--- config.mk ---
export PLATFORM = sky130hd
export DESIGN_NAME = pid_deadband_integral_window
export DESIGN_NICKNAME = d
export VERILOG_FILES = /design/src/hdl/pdiw_pkg.sv /design/src/hdl/pid_deadband_integral_window.sv
export SDC_FILE = /design/constraint.sdc
export NUM_CORES = 2
export LEC_CHECK = 0
export BUFFER_PORTS_ARGS = -buffer_cell sky130_fd_sc_hd__buf_2
export CAP_MARGIN = 10
export CORE_AREA = 2 2 328 330
export CTS_CLUSTER_SIZE = 24
export DETAILED_ROUTE_END_ITERATION = 8
export DIE_AREA = 0 0 330 332
export GPL_TIMING_DRIVEN = 0
export PLACE_DENSITY = 0.87
export REMOVE_ABC_BUFFERS = 1
export SYNTH_ARGS = -nofsm -noshare
export SYNTH_HDL_FRONTEND = slang
export SYNTH_SLANG_ARGS = --single-unit
--- constraint.sdc ---
create_clock -name clk -period 12.3 [get_ports clk]
set_input_delay 0 -clock clk [delete_from_list [all_inputs] [get_ports clk]]
set_output_delay 0 -clock clk [all_outputs]
set_load 0.05 [all_outputs]
--- src/hdl/pdiw_pkg.sv ---
// pdiw_pkg: shared constants for the pid dead band / integral window controller
// register indexes, field widths and reset values; no dependencies
`timescale 1ns / 1ps
`default_nettype none

package pdiw_pkg;

  // field widths
  localparam int SampleW = 16;
  localparam int ErrW    = SampleW + 1;
  localparam int GainW   = 16;
  localparam int BandW   = 16;
  localparam int WinW    = 17;
  localparam int LimW    = 31;
  localparam int DriveW  = 32;
  localparam int AccW    = 32;
  localparam int CfgAddrW = 3;
  localparam int CfgDataW = 31;

  // fraction bits of the Q8.8 gains
  localparam int FracW = 8;

  // configuration register indexes
  localparam logic [CfgAddrW-1:0] RegGainP   = 3'd0;
  localparam logic [CfgAddrW-1:0] RegGainI   = 3'd1;
  localparam logic [CfgAddrW-1:0] RegGainD   = 3'd2;
  localparam logic [CfgAddrW-1:0] RegDeadBand = 3'd3;
  localparam logic [CfgAddrW-1:0] RegErrWin  = 3'd4;
  localparam logic [CfgAddrW-1:0] RegIntLim  = 3'd5;

  // reset values of the window and the clamp
  localparam logic [WinW-1:0] ErrWinReset = '1;
  localparam logic [LimW-1:0] IntLimReset = '1;

  // results in flight between input and output register
  localparam int PipeDepth = 3;

endpackage

`default_nettype wire

--- src/hdl/pid_deadband_integral_window.sv ---
// pid_deadband_integral_window: positional pid controller with dead band,
// error window and clamped integral; depends on pdiw_pkg
`timescale 1ns / 1ps
`default_nettype none

// throughput: one request per cycle while the output is not stalled;
// the integral add and clamp close in the accept stage, so each request
// sees the integral as left by the last request that acted
// stages: error/window/integral, three products, sum/shift/saturate + output
// reset (rst, synchronous, active high): gains 0, dead band 0, window and
// limit to all ones, last error, integral and held drive 0, pipeline empty
module pid_deadband_integral_window (
  input  wire logic        clk,
  input  wire logic        rst,
  // configuration write port
  input  wire logic        cfg_we,
  input  wire logic [pdiw_pkg::CfgAddrW-1:0] cfg_addr,
  input  wire logic [pdiw_pkg::CfgDataW-1:0] cfg_wdata,
  // request stream
  input  wire logic        s_axis_tvalid,
  output      logic        s_axis_tready,
  input  wire logic [31:0] s_axis_tdata,  // [15:0] measured, [31:16] target
  // result stream
  output      logic        m_axis_tvalid,
  input  wire logic        m_axis_tready,
  output      logic [31:0] m_axis_tdata,  // [31:0] drive
  output      logic [0:0]  m_axis_tuser   // [0] acted
);

  localparam int SW = pdiw_pkg::SampleW;
  localparam int EW = pdiw_pkg::ErrW;
  localparam int GW = pdiw_pkg::GainW;
  localparam int AW = pdiw_pkg::AccW;
  localparam int DW = pdiw_pkg::DriveW;
  // products and their sum
  localparam int PPW = GW + EW;       // gain_p * e
  localparam int PIW = GW + AW;       // gain_i * integral
  localparam int PDW = GW + EW + 1;   // gain_d * (e - prev)
  localparam int SumW = PIW + 1;
  localparam int ShW = SumW - pdiw_pkg::FracW;

  // configuration registers
  logic signed [GW-1:0] gain_p;
  logic signed [GW-1:0] gain_i;
  logic signed [GW-1:0] gain_d;
  logic [pdiw_pkg::BandW-1:0] dead_band;
  logic [pdiw_pkg::WinW-1:0]  error_window;
  logic [pdiw_pkg::LimW-1:0]  integral_limit;

  always_ff @(posedge clk) begin
    if (rst) begin
      gain_p         <= '0;
      gain_i         <= '0;
      gain_d         <= '0;
      dead_band      <= '0;
      error_window   <= pdiw_pkg::ErrWinReset;
      integral_limit <= pdiw_pkg::IntLimReset;
    end else if (cfg_we) begin
      // unknown indexes fall through and are dropped
      unique case (cfg_addr)
        pdiw_pkg::RegGainP:    gain_p         <= cfg_wdata[GW-1:0];
        pdiw_pkg::RegGainI:    gain_i         <= cfg_wdata[GW-1:0];
        pdiw_pkg::RegGainD:    gain_d         <= cfg_wdata[GW-1:0];
        pdiw_pkg::RegDeadBand: dead_band      <= cfg_wdata[pdiw_pkg::BandW-1:0];
        pdiw_pkg::RegErrWin:   error_window   <= cfg_wdata[pdiw_pkg::WinW-1:0];
        pdiw_pkg::RegIntLim:   integral_limit <= cfg_wdata[pdiw_pkg::LimW-1:0];
        default: ;
      endcase
    end
  end

  // pipeline handshake: each stage moves when it is empty or the next one moves
  logic va, vb;
  logic ready_a, ready_b, ready_c;

  assign ready_c = !m_axis_tvalid || m_axis_tready;
  assign ready_b = !vb || ready_c;
  assign ready_a = !va || ready_b;
  assign s_axis_tready = ready_a;

  logic accept;
  assign accept = s_axis_tvalid && s_axis_tready;

  // ---------------------------------------------------------------------
  // stage a: error, window test, integral add and clamp
  // ---------------------------------------------------------------------
  logic signed [EW-1:0] last_error;
  logic signed [AW-1:0] integral;

  logic signed [SW-1:0] measured, target;
  logic signed [EW-1:0] err;
  logic [EW-1:0]        mag;
  logic                 act;
  logic signed [EW:0]   adj;
  logic signed [AW:0]   acc;
  logic signed [AW:0]   lim;
  logic signed [AW-1:0] integral_next;
  logic signed [EW:0]   diff;

  always_comb begin
    measured = s_axis_tdata[SW-1:0];
    target   = s_axis_tdata[2*SW-1:SW];
    err      = EW'(target) - EW'(measured);
    mag      = err[EW-1] ? EW'(-err) : EW'(err);
    act      = (mag > EW'(dead_band)) && (mag < error_window);
    // error moved toward zero by the dead band
    if (err[EW-1] || err == '0) begin
      adj = (EW+1)'(err) + $signed({2'b00, dead_band});
    end else begin
      adj = (EW+1)'(err) - $signed({2'b00, dead_band});
    end
    acc = (AW+1)'(integral) + (AW+1)'(adj);
    lim = $signed({2'b00, integral_limit});
    priority if (acc > lim) begin
      integral_next = AW'(lim);
    end else if (acc < -lim) begin
      integral_next = AW'(-lim);
    end else begin
      integral_next = AW'(acc);
    end
    diff = (EW+1)'(err) - (EW+1)'(last_error);
  end

  logic signed [EW-1:0] err_a;
  logic signed [EW:0]   diff_a;
  logic signed [AW-1:0] integral_a;
  logic                 act_a;

  always_ff @(posedge clk) begin
    if (rst) begin
      last_error <= '0;
      integral   <= '0;
      va         <= 1'b0;
    end else begin
      if (accept) begin
        last_error <= err;
        if (act) begin
          integral <= integral_next;
        end
      end
      if (ready_a) begin
        va <= accept;
      end
    end
  end

  always_ff @(posedge clk) begin
    if (accept) begin
      err_a      <= err;
      diff_a     <= diff;
      integral_a <= integral_next;
      act_a      <= act;
    end
  end

  // ---------------------------------------------------------------------
  // stage b: the three gain products
  // ---------------------------------------------------------------------
  logic signed [PPW-1:0] prod_p;
  logic signed [PIW-1:0] prod_i;
  logic signed [PDW-1:0] prod_d;
  logic                  act_b;

  always_ff @(posedge clk) begin
    if (rst) begin
      vb <= 1'b0;
    end else if (ready_b) begin
      vb <= va;
    end
  end

  always_ff @(posedge clk) begin
    if (ready_b && va) begin
      prod_p <= PPW'(gain_p) * PPW'(err_a);
      prod_i <= PIW'(gain_i) * PIW'(integral_a);
      prod_d <= PDW'(gain_d) * PDW'(diff_a);
      act_b  <= act_a;
    end
  end

  // ---------------------------------------------------------------------
  // stage c: sum, arithmetic shift (floor), saturate, output register
  // ---------------------------------------------------------------------
  logic signed [SumW-1:0] sum;
  logic signed [ShW-1:0]  shifted;
  logic signed [DW-1:0]   sat;
  logic signed [DW-1:0]   held_drive;

  localparam logic signed [ShW-1:0] DriveMax = ShW'({1'b0, {(DW-1){1'b1}}});
  localparam logic signed [ShW-1:0] DriveMin = -DriveMax - ShW'(1);

  always_comb begin
    sum     = SumW'(prod_p) + SumW'(prod_i) + SumW'(prod_d);
    shifted = ShW'(sum >>> pdiw_pkg::FracW);
    priority if (shifted > DriveMax) begin
      sat = DW'(DriveMax);
    end else if (shifted < DriveMin) begin
      sat = DW'(DriveMin);
    end else begin
      sat = DW'(shifted);
    end
  end

  always_ff @(posedge clk) begin
    if (rst) begin
      m_axis_tvalid <= 1'b0;
      held_drive    <= '0;
    end else if (ready_c) begin
      m_axis_tvalid <= vb;
      if (vb && act_b) begin
        held_drive <= sat;
      end
    end
  end

  // held value goes out in the dead band or outside the error window
  always_ff @(posedge clk) begin
    if (ready_c && vb) begin
      m_axis_tdata    <= act_b ? sat : held_drive;
      m_axis_tuser[0] <= act_b;
    end
  end

endmodule

`default_nettype wire

**After elaboration in Yosys (flattened, before gate mapping)**

Cells that the tools add are included.

- Register bits: 413
- Input bits: 71
- Output and inout bits: 35
- Word-level logic and storage cells: 74

- $add $sub $neg: 9
- Multiply operators: 3
- Order comparisons: 6
- Equal/unequal tests: 5
- Muxes and demuxes: 7
- Reduce and logical (&&, ||, !) cells: 22

Operators by type and width:

| kind | count |
|---|---|
| 2-to-1 mux 32 bit | 5 |
| adder 33 x 48 -> 49 bit | 1 |
| adder 49 x 34 -> 49 bit | 1 |
| multiplier 16 x 32 -> 48 bit | 1 |
| > comparator 41 x 32 -> 1 bit (second input constant) | 1 |
| < comparator 41 x 32 -> 1 bit (second input constant) | 1 |
| subtractor 17 x 17 -> 18 bit | 2 |
| multiplier 16 x 18 -> 34 bit | 1 |
| adder 32 x 18 -> 33 bit | 1 |
| > comparator 33 x 32 -> 1 bit | 1 |
| < comparator 33 bit | 1 |
| multiplier 16 x 17 -> 33 bit | 1 |
| negation 31 -> 33 bit | 1 |
| adder 17 x 17 -> 18 bit | 1 |
| 2-to-1 mux 18 bit | 1 |
| > comparator 17 x 16 -> 1 bit | 1 |
| zero test 17 bit | 1 |
| < comparator 17 bit | 1 |
| 2-to-1 mux 17 bit | 1 |
| negation 17 bit | 1 |
| subtractor 16 x 16 -> 17 bit | 1 |
| AND reduction 2 bit | 8 |
| == test 3 x 2 -> 1 bit (second input constant) | 2 |
| == test 3 bit (second input constant) | 2 |
| other kinds (5) | 14 |

**Longest topological paths before layout**

- Word-level depth: 8
- Depth in mapped cells: 52
- Gate-level depth less buffers: 50

**Least setup slack after synthesis**

Ideal clock, no wire load.

- Path type: input to register
- From: in s_axis_tdata[7]
- To: reg integral[5]
- Setup time: 122 ps
- Data arrival time: 10016 ps
- Data required time: 12178 ps
- Setup slack: 2163 ps
- Stages: 46
- Path buffers: 3
- Cells stage by stage: inv_1 -> ha_1 -> a211o_1 -> or3_1 -> o221a_2 -> and3b_1 -> or2_2 -> a211o_1 -> or4_1 -> nand2_1 -> clkbuf_1 -> nor2_1 -> xnor2_1 -> ha_1 -> a21oi_1 -> o21ai_0 -> a21oi_1 -> nor2b_1 -> [10 not listed] -> a21oi_1 -> a21oi_1 -> or3_1 -> a31o_2 -> a21oi_1 -> xnor2_1 -> ha_1 -> nor2b_1 -> o21ai_0 -> nand2b_1 -> a211oi_1 -> o21ai_0 -> a211oi_1 -> a2111oi_4 -> inv_2 -> clkbuf_1 -> a31oi_1 -> o311a_1

- Cells in the longest elaborated chain, start to end: 8
- Elaborated cells between the ends (all ways): 17
- Those cells by class: 5 x add/sub; 4 x order compare; 4 x mux; 4 x reduce/logical

RTL lines:

| item | RTL line | RTL |
|---|---|---|
| start: declaration | pid_deadband_integral_window.sv:22 | `input wire logic [31:0] s_axis_tdata,` |
| subtractor 16 x 16 -> 17 bit * | pid_deadband_integral_window.sv:103 | `err = EW'(target) - EW'(measured);` |
| parallel branches: the longest is 7 deep, another holds adder 32 x 18 -> 33 bit | -- |  |
| end signal: assignment | pid_deadband_integral_window.sv:138 | `integral <= integral_next;` |
| end: declaration | pid_deadband_integral_window.sv:88 | `logic signed [AW-1:0] integral;` |

Every way passes the cells marked *.
A chain may end at the register's enable or synchronous reset.

**Worst setup path in the final report**

- From: in s_axis_tdata[2]
- To: reg integral[0]

- Cells in the longest elaborated chain, start to end: 8
- Elaborated cells between the ends (all ways): 17
- Those cells by class: 5 x add/sub; 4 x order compare; 4 x mux; 4 x reduce/logical

RTL lines:

| item | RTL line | RTL |
|---|---|---|
| subtractor 16 x 16 -> 17 bit * | pid_deadband_integral_window.sv:103 |  |
| named net err[12] | pid_deadband_integral_window.sv:91 | `logic signed [EW-1:0] err;` |
| parallel branches: the longest is 2 deep, another holds subtractor 17 x 17 -> 18 bit | -- |  |
| 2-to-1 mux 18 bit * | pid_deadband_integral_window.sv:107 | `if (err[EW-1] \|\| err == '0) begin` |
| adder 32 x 18 -> 33 bit * | pid_deadband_integral_window.sv:112 | `acc = (AW+1)'(integral) + (AW+1)'(adj);` |
| < comparator 33 bit | pid_deadband_integral_window.sv:116 | `end else if (acc < -lim) begin` |
| 2-to-1 mux 32 bit | pid_deadband_integral_window.sv:116 |  |
| 2-to-1 mux 32 bit * | pid_deadband_integral_window.sv:114 | `priority if (acc > lim) begin` |
| named net integral_next[0] | pid_deadband_integral_window.sv:97 | `logic signed [AW-1:0] integral_next;` |

Mark *: on every way through the listed nets, which the timed path passes.

==> results.toml <==
[global_routing]
antenna_found_initial = 9
grt_usage = 0.3127
grt_max_degree = 86
grt_first_pass_wirelength_mm = 272.4
grt_overflow = 0
grt_pass1_vias = 53000

[power]
powerDensity_nw_per_um2 = 137.1
p_leak_uw = 0.02918
seqPwrFrac = 0.263
p_int_uw = 4761
total_power_uw = 9217
pwr-share-comb = 0.570
p_switching_uw = 4456
p_sw_frac = 0.4835
clockPowerShare = 0.168
irDropWorstVdd_v = 0.0001957

[placed_design]
port_buffers = 105
placed_cells = 8128
dp_hpwl_mm = 128.3
gp_congestion = 0.9299

[timing]
period_minus_slack_ns = 11.62
skew_ns = 0.03629
max_slew_margin = 0.07910
hold_viol = 0
setup_violations = 0
max_slew.worst_pin.slew_ns = 1.381
maxSlewViolCount = 0
whs_ns = 0.06916
layout_worst_path_cycle_share = 0.9443
max_clock_freq_mhz = 86.09
rsz0062_at_grt = "no"

[setup_path]
crit_fanout = 17
cp.required_ns = 12.86
crit_type = "in2reg"
arrival_ns = 12.17
start_kind = "primary input"
crit_slowest_cell = "a2111oi_4"
critPathTopFamily = "compound AO/OA/AOI/OAI gates"
endpoint_kind = "flop"
reg2regPathDepth = 38
ff2ff_setup_slack_ns = 3.00
max_stage_delay_ns = 0.81
rr_startpoint = "dead_band[0]$_SDFFE_PP0P_"
r2r-end = "integral[0]$_SDFFE_PP0P_"
path_buf_inv = 8

[drt]
dr.pass1.iters = 8
post_drt_wl_per_cell_um = 20.16
drc_errors = 18
met3_length_mm = 16.54
wl_met2_mm = 77.49
wl_mm = 166.6
viasPerCell = 5.972
wl_met1_mm = 61.47
highest-signal-layer = "met5"
postRouteAntennaNets = 0
drt_iter0_drc = 4566
via_count = 49350

[clock_network]
cts_sinks = 413
htreeDepth = 2
numCtsBuffers = 48
postCtsSetupBuffers = 0
clk_pin_slew_ns = 0.06
cts_root_buffer = "clkbuf_16"
cts_buffer_depth = 3
cts_tree = "built"
clk_latency_ns = 0.64

[layout]
final_cell_mix = "1236 x inv_1, 1103 x fa_1, 983 x nand2_1"
fillCellCount = 8208
layout_commonest_cell = "inv_1"
fin_cells = 8264
final_net_count = 8503
syn_to_final_growth_pct = 6.123
drive_above_1_share = 0.03908

[logic_synthesis]
synth_ff_type = "edfxtp_1"
synth_seq_area_share = 0.1648
postSynthCellCount = 6884
ys_ff_latch = 413
synth-edff-count = 217
synth_cell_types = 89
syn_area_um2 = 63350
async_flop_share = 0
syn_area_per_cell_um2 = 9.203
ys_warn_count = 0

[floorplan]
die_area_um2 = 109600
initial_core_util = 0.5960
core_area_um2 = 106300
die_h_um = 332
row_count = 120
die-width_um = 330
io_pins = 106

[min_path]
holdPathEnd = "last_error[1]$_SDFFE_PP0P_"
hold_depth = 3
min_path_type = "in2reg"
holdCritStartpoint = "s_axis_tdata[1]"

[job]
cap_violations = 0

[outcome]
status = "complete, but fails checks"
violations = "design-rule violations"
## worst max path at each step
| stage | start | endpoint | slack (ns) | cells past startpoint |
|---|---|---|---|---|
| 6_report | s_axis_tdata[2] | integral[0]$_SDFFE_PP0P_ | 0.68 | 47 |
| 5_1_grt | s_axis_tdata[16] | integral_a[9]$_DFFE_PP_ | 0.07 | 47 |
| 4_1_cts | s_axis_tdata[2] | integral_a[9]$_DFFE_PP_ | 0.83 | 49 |
| 3_5_place_dp | s_axis_tdata[2] | integral_a[9]$_DFFE_PP_ | 0.20 | 49 |
| 3_3_place_gp | s_axis_tdata[2] | integral[0]$_SDFFE_PP0P_ | -2.21 | 46 |
| 2_1_floorplan | s_axis_tdata[7] | integral[0]$_SDFFE_PP0P_ | 1.35 | 44 |
## flip-flops by register name, summed over array words and instances, names as in the netlist, 18 cells and up
| register | flops |
|---|---|
| diff_a | 18 |
| held_drive | 32 |
| integral | 32 |
| integral_a | 32 |
| integral_limit | 31 |
| m_axis_tdata | 32 |
| prod_d | 34 |
| prod_i | 48 |
| prod_p | 33 |
## worst min-delay path, stage by stage
cell and delay (ns):
buf_2 0.11, fa_1 0.40, a211oi_1 0.13
## per-layer routing
metal	up-vias	track usage
met5	-	0
met4	12	0.1709
met3	679	0.06826
met2	2571	0.5097
met1	24380	0.3872
li1	21710	-
## layout make-up
type	count	area [µm²]	area share
clock buffer	61	1330	0.01978
antenna	3	7.507	0.0001117
tap	1403	1755	0.02611
sequential	413	10450	0.1554
inverter	1239	4656	0.06925
clock inverter	29	370.4	0.005509
multi-input combinational	4946	47220	0.7024
timing repair buffer	170	1438	0.02138
## stage by stage
| stage | utilization | TNS (ns) | setup WS, ns | instance area [µm²] |
|---|---|---|---|---|
| final | 0.6324 | 0 | 0.6846 | 67230 |
| after detailed placement | 0.6118 | 0 | 0.2036 | 65040 |
| after global placement | 0.6070 | -116.87 | -2.208 | 64530 |
| after global routing | 0.6324 | 0 | 0.06837 | 67220 |
| after floorplan | - | 0 | 1.349 | 62250 |
| after CTS | 0.6313 | 0 | 0.8258 | 67110 |
## timing repair
action	in CTS	in global routing
endpoints found under the hold margin	131	0
gates resized for setup	0	1
setup endpoints to repair	0	9
hold buffers	37	0
## cells by family (layout without fill, tap and decap cells)
group	after synthesis	in the layout	share of synthesized area
AO/OA/AOI/OAI	1033	1033	0.1046
buffers and inverters	1525	1499	0.09083
multiplexers	21	21	0.003338
XOR/XNOR	265	265	0.03685
flip-flops	413	413	0.1648
other	0	3	0
adder cells (fa/ha/maj)	1614	1614	0.4495
AND/OR/NAND/NOR	2013	2013	0.1501
## Yosys cell counts, types with 18 or more instances
cell | number | share of area
inv_1 | 1237 | 0.073
fa_1 | 1103 | 0.35
nand2_1 | 983 | 0.058
ha_1 | 511 | 0.10
and2_1 | 392 | 0.039
a21oi_1 | 336 | 0.027
clkbuf_1 | 270 | 0.016
nor2_1 | 242 | 0.014
edfxtp_1 | 217 | 0.10
xnor2_1 | 204 | 0.028
dfxtp_1 | 196 | 0.062
o21ai_0 | 170 | 0.013
a21o_1 | 96 | 0.011
nand2b_1 | 89 | 0.0088
o211ai_1 | 66 | 0.0078
nor3_1 | 61 | 0.0048
xor2_1 | 60 | 0.0083
nand3_1 | 56 | 0.0044
a211oi_1 | 47 | 0.0056
a31oi_1 | 46 | 0.0045
o21a_1 | 41 | 0.0049
nor2b_1 | 39 | 0.0039
o21bai_1 | 31 | 0.0037
nand4_1 | 29 | 0.0029
and3_1 | 25 | 0.0025
a21boi_0 | 21 | 0.0025
mux2i_1 | 20 | 0.0032
or3_1 | 19 | 0.0019
nor4_1 | 18 | 0.0018
## power by group through the flow
stage	Sequential, µW	Combinational (µW)	Clock [µW]
6_report	2420	5250	1540
2_1_floorplan	2140	3620	0
3_3_place_gp	2390	4810	0
4_1_cts	2380	5140	1560
5_1_grt	2430	5780	1620
3_5_place_dp	2400	5070	0
Note: power is estimated with default switching activity, not from simulation.
